[src/hdl/sorted_deadline_timer_queue_macros.svh]
// ----------------------------------------------------------------------------
// sorted deadline timer queue: assertion macros
// shared property forms for the checks at the end of the top level
// ----------------------------------------------------------------------------
`ifndef SORTED_DEADLINE_TIMER_QUEUE_MACROS_SVH
`define SORTED_DEADLINE_TIMER_QUEUE_MACROS_SVH

// condition holds in the same cycle as the trigger
`define SDTQ_ASSERT_SAME(label, clk, rst_n, ante, cons, msg) \
    label: assert property (@(posedge clk) disable iff (!rst_n) (ante) |-> (cons)) \
        else $error(msg);

// condition holds in the cycle after the trigger
`define SDTQ_ASSERT_NEXT(label, clk, rst_n, ante, cons, msg) \
    label: assert property (@(posedge clk) disable iff (!rst_n) (ante) |=> (cons)) \
        else $error(msg);

`endif

[src/hdl/sdtq_pkg.sv]
// ----------------------------------------------------------------------------
// sdtq_pkg
// shared constants, command codes and controller/datapath interface types
// ----------------------------------------------------------------------------
`default_nettype none

package sdtq_pkg;

    // default sizing
    localparam int SLOTS_DEF      = 16;
    localparam int TICK_WIDTH_DEF = 32;

    // fixed field widths
    localparam int ID_W    = 4;
    localparam int DELAY_W = 32;

    // input command codes
    localparam logic CMD_TICK = 1'b0;
    localparam logic CMD_ARM  = 1'b1;

    // controller to datapath commands
    typedef struct packed {
        logic load;
        logic rem_rd;
        logic rem_ev;
        logic ins_rd;
        logic ins_ev;
        logic publish;
    } sdtq_cmd_t;

    // datapath to controller status
    typedef struct packed {
        logic in_tick;
        logic cnt_zero;
        logic is_tick;
        logic rem_done;
        logic reject;
        logic idx_zero;
        logic ins_shift;
    } sdtq_stat_t;

endpackage

`default_nettype wire

[src/hdl/sorted_deadline_timer_queue.sv]
// sequencing: on an empty queue a tick goes straight to the result and an arm straight to
//   the insertion walk; else the removal scan comes first, then the walk for an arm that
//   is not rejected; the result then waits until the output slot is free
// one item at a time: the entry memory has a single write port and a registered read
// reset: asynchronous, clears the tick count, the fill level, the sequencer and
//   the output valid; entry storage is not cleared, only filled slots are ever read
// ----------------------------------------------------------------------------
// sorted_deadline_timer_queue
// tick counter with a deadline-ordered queue of pending timers
// ----------------------------------------------------------------------------
`default_nettype none

`include "sorted_deadline_timer_queue_macros.svh"

module sorted_deadline_timer_queue
    import sdtq_pkg::*;
#(
    parameter int SLOTS      = SLOTS_DEF,
    parameter int TICK_WIDTH = TICK_WIDTH_DEF
)
(
    input  wire logic               clk,
    input  wire logic               rst_n,
    input  wire logic               in_valid,
    output logic                    in_ready,
    input  wire logic               cmd,
    input  wire logic [ID_W-1:0]    timer_id,
    input  wire logic [DELAY_W-1:0] delay,
    output logic                    out_valid,
    input  wire logic               out_ready,
    output logic                    fired,
    output logic [ID_W-1:0]         fired_id,
    output logic                    rejected
);

    sdtq_cmd_t  ctl;
    sdtq_stat_t sts;

    // sequencer
    sdtq_ctrl u_ctrl (
        .clk       (clk),
        .rst_n     (rst_n),
        .in_valid  (in_valid),
        .in_ready  (in_ready),
        .out_valid (out_valid),
        .out_ready (out_ready),
        .sts       (sts),
        .ctl       (ctl)
    );

    // counter, entry memory and compare logic
    sdtq_dp #(
        .SLOTS      (SLOTS),
        .TICK_WIDTH (TICK_WIDTH)
    ) u_dp (
        .clk      (clk),
        .rst_n    (rst_n),
        .cmd      (cmd),
        .timer_id (timer_id),
        .delay    (delay),
        .ctl      (ctl),
        .sts      (sts),
        .fired    (fired),
        .fired_id (fired_id),
        .rejected (rejected)
    );

    // checks
    `SDTQ_ASSERT_SAME(a_fire_xor_reject, clk, rst_n, out_valid, !(fired && rejected), "fired and rejected together")
    `SDTQ_ASSERT_SAME(a_idle_id_zero, clk, rst_n, out_valid && !fired, fired_id == '0, "fired_id set without fire")
    `SDTQ_ASSERT_NEXT(a_busy_after_take, clk, rst_n, in_valid && in_ready, !in_ready, "ready held after transfer")
    `SDTQ_ASSERT_NEXT(a_publish_valid, clk, rst_n, ctl.publish, out_valid, "result published without valid")

endmodule

`default_nettype wire

[src/hdl/sdtq_ctrl.sv]
// ----------------------------------------------------------------------------
// sdtq_ctrl
// sequencer for the timer queue: removal scan, sorted insertion, result hand-off
// ----------------------------------------------------------------------------
`default_nettype none

module sdtq_ctrl
    import sdtq_pkg::*;
(
    input  wire logic       clk,
    input  wire logic       rst_n,
    input  wire logic       in_valid,
    output logic            in_ready,
    output logic            out_valid,
    input  wire logic       out_ready,
    input  wire sdtq_stat_t sts,
    output sdtq_cmd_t       ctl
);

    typedef enum logic [5:0] {
        S_IDLE   = 6'b000001,
        S_REM_RD = 6'b000010,
        S_REM_EV = 6'b000100,
        S_INS_RD = 6'b001000,
        S_INS_EV = 6'b010000,
        S_DONE   = 6'b100000
    } state_t;

    state_t state_reg, state_next;
    logic   out_valid_reg, out_valid_next;

    // next state and command decode
    always_comb
    begin
        state_next     = state_reg;
        ctl            = '0;
        out_valid_next = out_valid_reg & ~out_ready;
        case (state_reg)
            S_IDLE:
            begin
                if (in_valid)
                begin
                    ctl.load = 1'b1;
                    if (sts.cnt_zero)
                        state_next = sts.in_tick ? S_DONE : S_INS_RD;
                    else
                        state_next = S_REM_RD;
                end
            end
            S_REM_RD:
            begin
                ctl.rem_rd = 1'b1;
                state_next = S_REM_EV;
            end
            S_REM_EV:
            begin
                ctl.rem_ev = 1'b1;
                if (sts.rem_done)
                    state_next = (sts.is_tick || sts.reject) ? S_DONE : S_INS_RD;
                else
                    state_next = S_REM_RD;
            end
            S_INS_RD:
            begin
                ctl.ins_rd = 1'b1;
                state_next = sts.idx_zero ? S_DONE : S_INS_EV;
            end
            S_INS_EV:
            begin
                ctl.ins_ev = 1'b1;
                state_next = sts.ins_shift ? S_INS_RD : S_DONE;
            end
            S_DONE:
            begin
                // hand the result over once the output slot is free
                if (!out_valid_reg || out_ready)
                begin
                    ctl.publish    = 1'b1;
                    out_valid_next = 1'b1;
                    state_next     = S_IDLE;
                end
            end
            default:
            begin
                state_next = S_IDLE;
            end
        endcase
    end

    // state and output valid registers
    always_ff @(posedge clk or negedge rst_n)
    begin
        if (!rst_n)
        begin
            state_reg     <= S_IDLE;
            out_valid_reg <= 1'b0;
        end
        else
        begin
            state_reg     <= state_next;
            out_valid_reg <= out_valid_next;
        end
    end

    assign in_ready  = (state_reg == S_IDLE);
    assign out_valid = out_valid_reg;

endmodule

`default_nettype wire

[src/hdl/sdtq_dp.sv]
// ----------------------------------------------------------------------------
// sdtq_dp
// tick counter, sorted entry memory and the compare/shift datapath
// ----------------------------------------------------------------------------
`default_nettype none

module sdtq_dp
    import sdtq_pkg::*;
#(
    parameter int SLOTS      = SLOTS_DEF,
    parameter int TICK_WIDTH = TICK_WIDTH_DEF
)
(
    input  wire logic               clk,
    input  wire logic               rst_n,
    input  wire logic               cmd,
    input  wire logic [ID_W-1:0]    timer_id,
    input  wire logic [DELAY_W-1:0] delay,
    input  wire sdtq_cmd_t          ctl,
    output sdtq_stat_t              sts,
    output logic                    fired,
    output logic [ID_W-1:0]         fired_id,
    output logic                    rejected
);

    localparam int AW = (SLOTS > 1) ? $clog2(SLOTS) : 1;
    localparam int CW = $clog2(SLOTS + 1);

    // entry memory, single write port, registered read
    logic [TICK_WIDTH-1:0] mem_dl [SLOTS];
    logic [ID_W-1:0]       mem_id [SLOTS];
    logic [TICK_WIDTH-1:0] rd_dl_reg;
    logic [ID_W-1:0]       rd_id_reg;

    logic                  rd_en;
    logic [AW-1:0]         rd_addr;
    logic                  wr_en;
    logic [AW-1:0]         wr_addr;
    logic [TICK_WIDTH-1:0] wr_dl;
    logic [ID_W-1:0]       wr_id;

    // control state
    logic [TICK_WIDTH-1:0] now_reg, now_next;
    logic [CW-1:0]         cnt_reg, cnt_next;

    // working registers for the current item
    logic [CW-1:0]         idx_reg, idx_next;
    logic                  hit_reg, hit_next;
    logic                  is_tick_reg, is_tick_next;
    logic [ID_W-1:0]       id_reg, id_next;
    logic [TICK_WIDTH-1:0] when_reg, when_next;
    logic                  res_fired_reg, res_fired_next;
    logic [ID_W-1:0]       res_id_reg, res_id_next;
    logic                  res_rej_reg, res_rej_next;

    // output payload
    logic                  fired_reg, fired_next;
    logic [ID_W-1:0]       fired_id_reg, fired_id_next;
    logic                  rejected_reg, rejected_next;

    logic [CW-1:0]         idx_inc;
    logic [CW-1:0]         idx_dec;
    logic                  idx_zero;
    logic                  match;
    logic                  hit_now;
    logic                  full;
    logic                  rem_done;
    logic                  reject;
    logic                  ins_shift;

    // compare and scan status
    always_comb
    begin
        idx_inc   = idx_reg + CW'(1);
        idx_dec   = idx_reg - CW'(1);
        idx_zero  = (idx_reg == '0);
        if (is_tick_reg)
            match = idx_zero && (rd_dl_reg <= now_reg);
        else
            match = (rd_id_reg == id_reg);
        hit_now   = hit_reg | match;
        full      = (cnt_reg == CW'(SLOTS));
        rem_done  = (idx_inc == cnt_reg) | (is_tick_reg & ~hit_now);
        reject    = ~is_tick_reg & ~hit_now & full;
        ins_shift = (rd_dl_reg >= when_reg);
    end

    // memory port selection
    always_comb
    begin
        rd_en   = ctl.rem_rd | (ctl.ins_rd & ~idx_zero);
        rd_addr = ctl.rem_rd ? idx_reg[AW-1:0] : idx_dec[AW-1:0];
        wr_en   = 1'b0;
        wr_addr = idx_reg[AW-1:0];
        wr_dl   = when_reg;
        wr_id   = id_reg;
        // close the gap left by the removed entry
        if (ctl.rem_ev && hit_reg)
        begin
            wr_en   = 1'b1;
            wr_addr = idx_dec[AW-1:0];
            wr_dl   = rd_dl_reg;
            wr_id   = rd_id_reg;
        end
        // new entry at the head of the queue
        if (ctl.ins_rd && idx_zero)
        begin
            wr_en = 1'b1;
        end
        // move a later entry up, or drop the new one into its place
        if (ctl.ins_ev)
        begin
            wr_en = 1'b1;
            if (ins_shift)
            begin
                wr_dl = rd_dl_reg;
                wr_id = rd_id_reg;
            end
        end
    end

    always_ff @(posedge clk)
    begin
        if (wr_en)
        begin
            mem_dl[wr_addr] <= wr_dl;
            mem_id[wr_addr] <= wr_id;
        end
        if (rd_en)
        begin
            rd_dl_reg <= mem_dl[rd_addr];
            rd_id_reg <= mem_id[rd_addr];
        end
    end

    // next values of the working and state registers
    always_comb
    begin
        now_next       = now_reg;
        cnt_next       = cnt_reg;
        idx_next       = idx_reg;
        hit_next       = hit_reg;
        is_tick_next   = is_tick_reg;
        id_next        = id_reg;
        when_next      = when_reg;
        res_fired_next = res_fired_reg;
        res_id_next    = res_id_reg;
        res_rej_next   = res_rej_reg;
        fired_next     = fired_reg;
        fired_id_next  = fired_id_reg;
        rejected_next  = rejected_reg;

        // take the item in: tick advances time, arm computes the deadline
        if (ctl.load)
        begin
            is_tick_next   = (cmd == CMD_TICK);
            id_next        = timer_id;
            when_next      = now_reg + TICK_WIDTH'(delay);
            idx_next       = '0;
            hit_next       = 1'b0;
            res_fired_next = 1'b0;
            res_id_next    = '0;
            res_rej_next   = 1'b0;
            if (cmd == CMD_TICK)
                now_next = now_reg + TICK_WIDTH'(1);
        end

        // removal scan: expired head on a tick, matching id on an arm
        if (ctl.rem_ev)
        begin
            hit_next = hit_now;
            if (is_tick_reg && match)
            begin
                res_fired_next = 1'b1;
                res_id_next    = rd_id_reg;
            end
            if (rem_done)
            begin
                cnt_next     = cnt_reg - CW'(hit_now);
                idx_next     = cnt_reg - CW'(hit_now);
                res_rej_next = reject;
            end
            else
            begin
                idx_next = idx_inc;
            end
        end

        // insertion walk from the tail downwards
        if (ctl.ins_rd && idx_zero)
            cnt_next = cnt_reg + CW'(1);
        if (ctl.ins_ev)
        begin
            if (ins_shift)
                idx_next = idx_dec;
            else
                cnt_next = cnt_reg + CW'(1);
        end

        // result transfer into the output register
        if (ctl.publish)
        begin
            fired_next    = res_fired_reg;
            fired_id_next = res_id_reg;
            rejected_next = res_rej_reg;
        end
    end

    // tick count and fill level
    always_ff @(posedge clk or negedge rst_n)
    begin
        if (!rst_n)
        begin
            now_reg <= '0;
            cnt_reg <= '0;
        end
        else
        begin
            now_reg <= now_next;
            cnt_reg <= cnt_next;
        end
    end

    // payload registers
    always_ff @(posedge clk)
    begin
        idx_reg       <= idx_next;
        hit_reg       <= hit_next;
        is_tick_reg   <= is_tick_next;
        id_reg        <= id_next;
        when_reg      <= when_next;
        res_fired_reg <= res_fired_next;
        res_id_reg    <= res_id_next;
        res_rej_reg   <= res_rej_next;
        fired_reg     <= fired_next;
        fired_id_reg  <= fired_id_next;
        rejected_reg  <= rejected_next;
    end

    // status to the controller
    always_comb
    begin
        sts.in_tick   = (cmd == CMD_TICK);
        sts.cnt_zero  = (cnt_reg == '0);
        sts.is_tick   = is_tick_reg;
        sts.rem_done  = rem_done;
        sts.reject    = reject;
        sts.idx_zero  = idx_zero;
        sts.ins_shift = ins_shift;
    end

    assign fired    = fired_reg;
    assign fired_id = fired_id_reg;
    assign rejected = rejected_reg;

endmodule

`default_nettype wire

[config.mk]
export PLATFORM = sky130hd
export DESIGN_NAME = sorted_deadline_timer_queue
export DESIGN_NICKNAME = d
export VERILOG_FILES = /design/src/hdl/sdtq_pkg.sv /design/src/hdl/sorted_deadline_timer_queue.sv /design/src/hdl/sdtq_ctrl.sv /design/src/hdl/sdtq_dp.sv
export VERILOG_INCLUDE_DIRS = /design/src /design/src/hdl
export SDC_FILE = /design/constraint.sdc
export NUM_CORES = 1
export LEC_CHECK = 0
export BUFFER_PORTS_ARGS = -buffer_cell sky130_fd_sc_hd__buf_2
export CAP_MARGIN = 20
export CORE_UTILIZATION = 35
export CTS_BUF_LIST = sky130_fd_sc_hd__clkbuf_4 sky130_fd_sc_hd__clkbuf_8 sky130_fd_sc_hd__clkbuf_16
export DETAILED_ROUTE_END_ITERATION = 10
export GPL_ROUTABILITY_DRIVEN = 0
export GPL_TIMING_DRIVEN = 0
export PLACE_DENSITY = 0.54
export SLEW_MARGIN = 20
export SYNTH_ARGS = -nofsm -noshare
export SYNTH_HDL_FRONTEND = slang
export SYNTH_HIERARCHICAL = 1
export SYNTH_SLANG_ARGS = --single-unit
[constraint.sdc]
create_clock -name clk -period 4 [get_ports clk]
set_clock_uncertainty 0.1 [all_clocks]
set_input_delay 0.2 -clock clk [delete_from_list [all_inputs] [get_ports clk]]
set_output_delay 0.2 -clock clk [all_outputs]
set_load 0.1 [all_outputs]
==> results of run 1 <==
## cells in the final DEF (no fill, tap or decap), types with 21 or more instances in the layout
master / netlist / final
buf_2: 23 / 64
clkbuf_1: 37 / 29
xor2_1: 23 / 23
a21oi_1: 93 / 93
a211oi_1: 40 / 39
buf_16: 0 / 21
edfxtp_1: 656 / 656
xnor2_1: 63 / 61
nand2_1: 63 / 61
a21o_1: 30 / 29
mux2i_1: 40 / 40
dfrtp_1: 43 / 43
inv_1: 94 / 94
mux2_1: 32 / 24
nand3_1: 30 / 28
buf_4: 12 / 37
ha_1: 103 / 103
nor2_1: 46 / 28
nor2b_1: 52 / 48
mux4_2: 144 / 144
clkbuf_16: 0 / 75
## worst min-delay path, cell delays in order
cell and delay, ps:
buf_2 80, ha_1 200, xnor2_1 150
## cell families (layout without fill, tap and decap cells)
kind of cell,count (synthesis),in the layout,synth area share [%]
and+or+nand+nor,289,289,4.929
muxes,218,218,12.89
buffers and inverters,176,430,2.532
DFF,711,711,67.32
adders and majority gates,104,104,4.191
AOI/OAI and AO/OA,266,266,5.666
xor gates and xnor gates,87,87,2.464
## final timing paths
| kind | to | slack [ps] | cells after the start |
|---|---|---|---|
| worst max-delay path | u_dp/mem_id[11][1]$_DFFE_PP_ | 150 | 11 |
| worst min-delay path | u_dp/when_reg[3]$_DFFE_PP_ | 30 | 3 |
| worst max register to register | u_dp/mem_id[11][1]$_DFFE_PP_ | 150 | 11 |
| worst min register to register | u_dp/fired_id[2]$_DFFE_PP_ | 330 | 0 |
| max in group asynchronous | u_dp/now_reg[0]$_DFFE_PN0P_ | 3320 | 2 |
| min in group asynchronous | u_dp/now_reg[23]$_DFFE_PN0P_ | 40 | 2 |
## metal layers
layer	vias to the layer above	global-route usage, %	wire length (um)
met1	8914	23.56	34020
met4	0	4.750	1476
met2	431	28.48	37740
met3	92	2.605	4252
li1	7689	-	-
met5	-	0	0
## synth_stat cells, types with 37 or more instances
master,number,area share [%]
edfxtp_1,656,63
mux4_2,144,10
ha_1,103,4.1
inv_1,94,1.1
a21oi_1,93,1.5
nand2_1,63,0.76
xnor2_1,63,1.8
nor2b_1,52,1.0
nor2_1,46,0.55
dfrtp_1,43,3.4
a211oi_1,40,0.96
mux2i_1,40,1.3
clkbuf_1,37,0.44
## layout make-up
type                       count  area share, %
tap                         1165          3.950
clock inverter                46          1.387
multi-input combinational    964          26.25
buffer                        82          1.322
inverter                      94         0.9560
sequential                   711          56.96
timing repair buffer         120          3.794
clock buffer                  88          5.384
## power groups by stage
stage | combinational [mW] | clock [mW] | sequential, mW
floorplan | 5.99 | 0 | 9.65
global route | 9.64 | 7.51 | 9.68
detailed placement | 8.86 | 0 | 9.78
global placement | 8.58 | 0 | 9.80
finish | 8.89 | 7.06 | 9.64
CTS | 8.97 | 7.23 | 9.64
## through the flow
step	cells	power, mW	instance area (um^2)	setup TNS, ps	util, %
3_3_place_gp	3064	18.38	33010	-1274300	37.35
4_1_cts	3246	25.83	36660	-5.302	41.48
6_report	3270	25.59	36910	0	41.76
2_1_floorplan	1851	15.64	31310	-2182	-
3_5_place_dp	3095	18.64	33920	-16820	38.38
5_1_grt	3270	26.82	36910	-11.48	41.76
## repair_timing
action | in CTS | in global routing
hold endpoints to repair | 63 | 0
endpoints found under the setup margin | 52 | 302
hold buffers | 17 | 0
pin swaps | 0 | 8
resized for setup | 20 | 25
buffers inserted | 0 | 24
==> metrics.md, run 1 <==
| Metric | Value |
|---|---|
| Outcome | `complete, no violations` |
| Routed via count | `17130` |
| Worst R2R Start | `u_dp/when_reg[22]$_DFFE_PP_` |
| Clock sink count | `~710` |
| DRC violations left | `0` |
| Worst Tran Pin Value | `1033 ps` |
| Async SR Flop Fraction | `under 10%` |
| Pint | `between 15 and 20 mW` |
| Slew Viols, Final | `0` |
| Area Overhead vs Synth | `18.20%` |
| DR iter-0 viols | `approximately 1100` |
| Die Footprint | `around 0.090 mm^2` |
| CTS tree | `done` |
| Slowest CP cell | `o21ai_1` |
| ANT cells | `0` |
| Max transition margin | `between 30% and 40%` |
| Final #Nets | `2192` |
| Setup CP Type | `register to register` |
| Min-delay src | `delay[3]` |
| Leak | `12.69 nW` |
| Clk root buf | `clkbuf_16` |
| Chip width | `300.7 um` |
| Final Cycle Share | `between 90% and 100%` |
| IO Port Bufs | `48` |
| Reg area | `0.02102 mm^2` |
| Vias in the first global route | `17590` |
| Worst Path Required | `4190 ps` |
| Yosys warnings | `6` |
| Crit. End Element | `register` |
| Worst endpoint data arrival time | `4040 ps` |
| Critical-path cell list | `inv_1 > ha_1 > and4_1 > and3_1 > nand3_1 > o31ai_2 > o211ai_2 > and2_1 > buf_4 > buf_6 > o21ai_1` |
| DP Worst Slack | `-639.5 ps` |
| Die H | `roughly 300 um` |
| Fillers | `approximately 7900` |
| Ys flop type | `edfxtp_1` |
| Row count | `around 110` |
| PwrDens | `just under 700 mW/mm^2` |
| Worst vdd ir | `around 0.38 mV` |
| Net Switching | `8.530 mW` |
| Antenna-violating nets left | `0` |
| Synth unique cells | `slightly above 80` |
| CTS Buffer Depth | `3` |
| Sequential share of power | `a little under two fifths` |
| Crit path launch type | `register` |
| Grt total ovfl | `0` |
| Fmax | `around 260 MHz` |
| Fin. Hold Viols | `0` |
| Syn Inst Count | `around 1900` |
| Initial Util | `35.33%` |
| Top Registers | `u_dp/mem_dl (512), u_dp/mem_id (64)` |
| Area occupied by multi-input gates | `0.009688 mm^2` |
| Synthesized cell area | `0.03122 mm^2` |
| Drt wl/cell | `around 24 um` |
| Switching portion of total power | `about a third` |
| Worst hold path class | `input port to register` |
| Reg clk slew, reported paths | `about 60 ps` |
| Num CTS Buffers | `74` |
| 1st-pass router iterations | `5` |
| Hold Slack | `30.50 ps` |
| Detailed-route wire length | `~77000 um` |
| Setup-failing EPs final | `0` |
| Worst path top cell family by delay | `compound AO/OA/AOI/OAI gates` |
| Setup WS post-layout | `around 150 ps` |
| Max Cap Viol | `0` |
| Seq/Total Area, Yosys | `67.32%` |
| Avg Inst Size Synth | `~17 um^2` |
| First-pass GRT wire length | `between 100000 and 150000 um` |
| Max reg flops | `512` |
| CP max FO | `16` |
| Combinational power share | `between 30% and 40%` |
| Clock power share | `27.6%` |
| Largest net degree at the start of global routing | `45` |
| Crit path from | `u_dp/when_reg[22]$_DFFE_PP_` |
| Layout cell share with drive strength beyond 1 | `around 23%` |
| CP Buf/Inv Count | `3` |
| Clk_lat worst skew | `approximately 620 ps` |
| Top reg by flops | `u_dp/mem_dl` |
| # IOs | `between 40 and 50` |
| Hpwl dp | `approximately 53000 um` |
| Initial antenna violation count | `1` |
| GRT Total Usage | `around 17%` |
| Core Box Area | `about 0.088 mm^2` |
| Vias per Instance | `around 5.2` |
| Max stage delay on crit path | `730 ps` |
| Synth Net Count | `~2000` |
| Number of enable flip-flop cells after synthesis | `between 600 and 700` |
| Fin crit period | `between 3000 and 4000 ps` |
| #FFs+latches synth | `approximately 700` |
| CTS H-tree depth | `3` |
No activity file was read; power rests on OpenSTA's default activity.
==> inputs of run 2 (changes only) <==
CORE_UTILIZATION = 50   (was 35)
PLACE_DENSITY = 0.71   (was 0.54)
==> metrics.md, run 2 (same netlist as run 1, synthesis figures left out) <==
| Metric | Value |
|---|---|
| DRC violations left | `0 (unchanged)` |
| Worst R2R Start | `u_ctrl/state_reg[2]$_DFFE_PN0P_ (was u_dp/when_reg[22]$_DFFE_PP_)` |
| Chip width | `251.9 um (was 300.7 um)` |
| Initial Util | `50.60% (was 35.33%)` |
| Worst r2r path cells | `10 (was 11)` |
| Detailed-route wire length | `74110 um (was 77490 um)` |
| Sequential share of power | `38.1% (was 37.7%)` |
| Setup CP Type | `register to register (unchanged)` |
| Top Registers | `u_dp/mem_dl (512), u_dp/mem_id (64) (unchanged)` |
| Slew Viols, Final | `0 (unchanged)` |
| Net Switching | `8.615 mW (was 8.530 mW)` |
| Max Cap Viol | `0 (unchanged)` |
| Top reg by flops | `u_dp/mem_dl (unchanged)` |
| Grt total ovfl | `0 (unchanged)` |
| Area occupied by multi-input gates | `0.009686 mm^2 (was 0.009688 mm^2)` |
| Final Total Pwr | `25.26 mW (was 25.59 mW)` |
| Worst path top cell family by delay | `buffers and inverters (was compound AO/OA/AOI/OAI gates)` |
| Placed cells | `2762 (was 3095)` |
| Leak | `12.53 nW (was 12.69 nW)` |
| Fmax | `254.8 MHz (was 259.6 MHz)` |
| Crit. End Element | `register (unchanged)` |
| Row count | `91 (was 109)` |
| Final Cycle Share | `98.12% (was 96.29%)` |
| Clk root buf | `clkbuf_16 (unchanged)` |
| Final #Nets | `2180 (was 2192)` |
| Setup-failing EPs final | `0 (unchanged)` |
| Outcome | `complete, no violations (unchanged)` |
| Num CTS Buffers | `74 (unchanged)` |
| Critical-path cell list | `or2_4 > nor4_1 > buf_4 > buf_2 > nor2_1 > xnor2_4 > clkbuf_2 > clkbuf_1 > a211oi_1 > a21oi_1 (was inv_1 > ha_1 > and4_1 > and3_1 > nand3_1 > o31ai_2 > o211ai_2 > and2_1 > buf_4 > buf_6 > o21ai_1)` |
| 1st-pass router iterations | `5 (unchanged)` |
| Reg area | `0.02102 mm^2 (unchanged)` |
| Pint | `16.64 mW (was 17.06 mW)` |
| Worst endpoint data arrival time | `4270 ps (was 4040 ps)` |
| Worst hold path class | `input port to async pin (was input port to register)` |
| Clock power share | `26.6% (was 27.6%)` |
| Layout cell share with drive strength beyond 1 | `22.71% (was 23.23%)` |
| Most common cell after layout, fill and taps aside | `edfxtp_1 (unchanged)` |
| CP Buf/Inv Count | `4 (was 3)` |
| Antenna-violating nets left | `0 (unchanged)` |
| Worst Path Required | `4340 ps (was 4190 ps)` |
| Most frequent cells in the layout | `656 x edfxtp_1, 144 x mux4_2, 103 x ha_1 (unchanged)` |
| Max transition margin | `28.10% (was 30.82%)` |
| Worst vdd ir | `0.3453 mV (was 0.3765 mV)` |
| Fin. Hold Viols | `0 (unchanged)` |
| IO Port Bufs | `48 (unchanged)` |
| GRT Total Usage | `23.61% (was 17.21%)` |
| Worst Tran Pin Value | `1073 ps (was 1033 ps)` |
| Die H | `251.9 um (was 300.7 um)` |
| CTS Buffer Depth | `3 (unchanged)` |
| Core Box Area | `0.06171 mm^2 (was 0.08837 mm^2)` |
| PwrDens | `698.2 mW/mm^2 (was 693.4 mW/mm^2)` |
| CP max FO | `10 (was 16)` |
| CTS H-tree depth | `3 (unchanged)` |
| RR Endpoint | `u_dp/rd_dl_reg[16]$_DFFE_PP_ (was u_dp/mem_id[11][1]$_DFFE_PP_)` |
| Post-Layout Cell Count | `2933 (was 3270)` |
| ANT cells | `0 (unchanged)` |
| Max stage delay on crit path | `600 ps (was 730 ps)` |
| Vias in the first global route | `17930 (was 17590)` |
| Initial antenna violation count | `2 (was 1)` |
| Vias per Instance | `5.947 (was 5.237)` |
| CTS tree | `done (unchanged)` |
| Routed via count | `17440 (was 17130)` |
| Crit path launch type | `register (unchanged)` |
| Clock sink count | `711 (unchanged)` |
| Largest net degree at the start of global routing | `46 (was 45)` |
| Clk_lat worst skew | `620 ps (about the same)` |
| Max reg flops | `512 (unchanged)` |
| # IOs | `49 (unchanged)` |
| Switching portion of total power | `34.11% (was 33.33%)` |
| R2r setup slk | `80 ps (was 150 ps)` |
| Hold Slack | `30.92 ps (was 30.50 ps)` |
| Reg clk slew, reported paths | `60 ps (about the same)` |
| Fin crit period | `3925 ps (was 3852 ps)` |
| First-pass GRT wire length | `109300 um (was 114000 um)` |
| Area Overhead vs Synth | `15.86% (was 18.20%)` |
| Combinational power share | `35.3% (was 34.7%)` |
| Hpwl dp | `48530 um (was 53240 um)` |
| Fillers | `4452 (was 7854)` |
| Die Footprint | `0.06345 mm^2 (was 0.09041 mm^2)` |
| DR iter-0 viols | `1692 (was 1142)` |
| Drt wl/cell | `25.27 um (was 23.70 um)` |
| Slowest CP cell | `clkbuf_1 (was o21ai_1)` |
## run 2: per-stage QoR
step	TNS [ps]	worst slack, ps	cell area, um^2	utilization, %
floorplan	-2182	-270.8	31310	-
global placement	-1122230	-2281	32600	52.82
detailed placement	-13190	-501.9	33390	54.10
CTS	0	1.411	36000	58.33
global route	-139.0	-33.32	36180	58.62
finish	0	75.10	36180	58.62
## run 2: worst reg2reg max path, cell delays in order, from the launching register on
cell,delay [ps]
dfrtp_1,410
or2_4,280
nor4_1,270
buf_4,160
buf_2,260
nor2_1,180
xnor2_4,460
clkbuf_2,520
clkbuf_1,610
a211oi_1,280
a21oi_1,220
## run 2: worst max path at each step
stage                                         start                      endpoint  cells after the start
floorplan           u_ctrl/state_reg[0]$_DFFE_PN1P_  u_dp/now_reg[30]$_DFFE_PN0P_                     12
global placement    u_ctrl/state_reg[5]$_DFFE_PN0P_   u_dp/mem_dl[4][1]$_DFFE_PP_                      8
detailed placement          u_dp/idx_reg[1]$_DFF_P_   u_dp/rd_dl_reg[5]$_DFFE_PP_                     10
CTS                         u_dp/idx_reg[0]$_DFF_P_   u_dp/rd_dl_reg[5]$_DFFE_PP_                     10
global route        u_ctrl/state_reg[2]$_DFFE_PN0P_  u_dp/rd_dl_reg[18]$_DFFE_PP_                     10
finish              u_ctrl/state_reg[2]$_DFFE_PN0P_  u_dp/rd_dl_reg[16]$_DFFE_PP_                     10
## run 2: metal layers
| metal | part of all wire (%) | up-vias | routed length (um) | GRT usage, % |
|---|---|---|---|---|
| li1 | - | 7660 | - | - |
| met1 | 40 | 8869 | 29630 | 31.44 |
| met2 | 48 | 761 | 35210 | 37.81 |
| met3 | 9.1 | 151 | 6747 | 5.396 |
| met4 | 3.4 | 2 | 2511 | 9.506 |
| met5 | 0.018 | - | 13 | 0 |
## run 2: what timing repair did
item,CTS,global route
gates resized for setup,14,30
hold buffers,18,0
buffers inserted,0,15
pin swaps,0,8
hold endpoints to repair,63,0
setup endpoints to repair,36,196
gates cloned,0,1
## run 2: area by class of cell
type	instances	share of cell area, %
tap	837	2.895
clock inverter	52	1.190
multi-input combinational	965	26.77
sequential	711	58.11
buffer	82	1.338
inverter	94	0.9753
clock buffer	85	5.395
timing repair buffer	107	3.327
## run 2: power groups by stage
stage          Combinational, mW  Clock, mW  Sequential (mW)
5_1_grt                     9.56       7.10             9.67
2_1_floorplan               5.99          0             9.65
6_report                    8.91       6.73             9.63
3_5_place_dp                8.68          0             9.77
3_3_place_gp                8.33          0             9.77
4_1_cts                     8.80       6.84             9.62
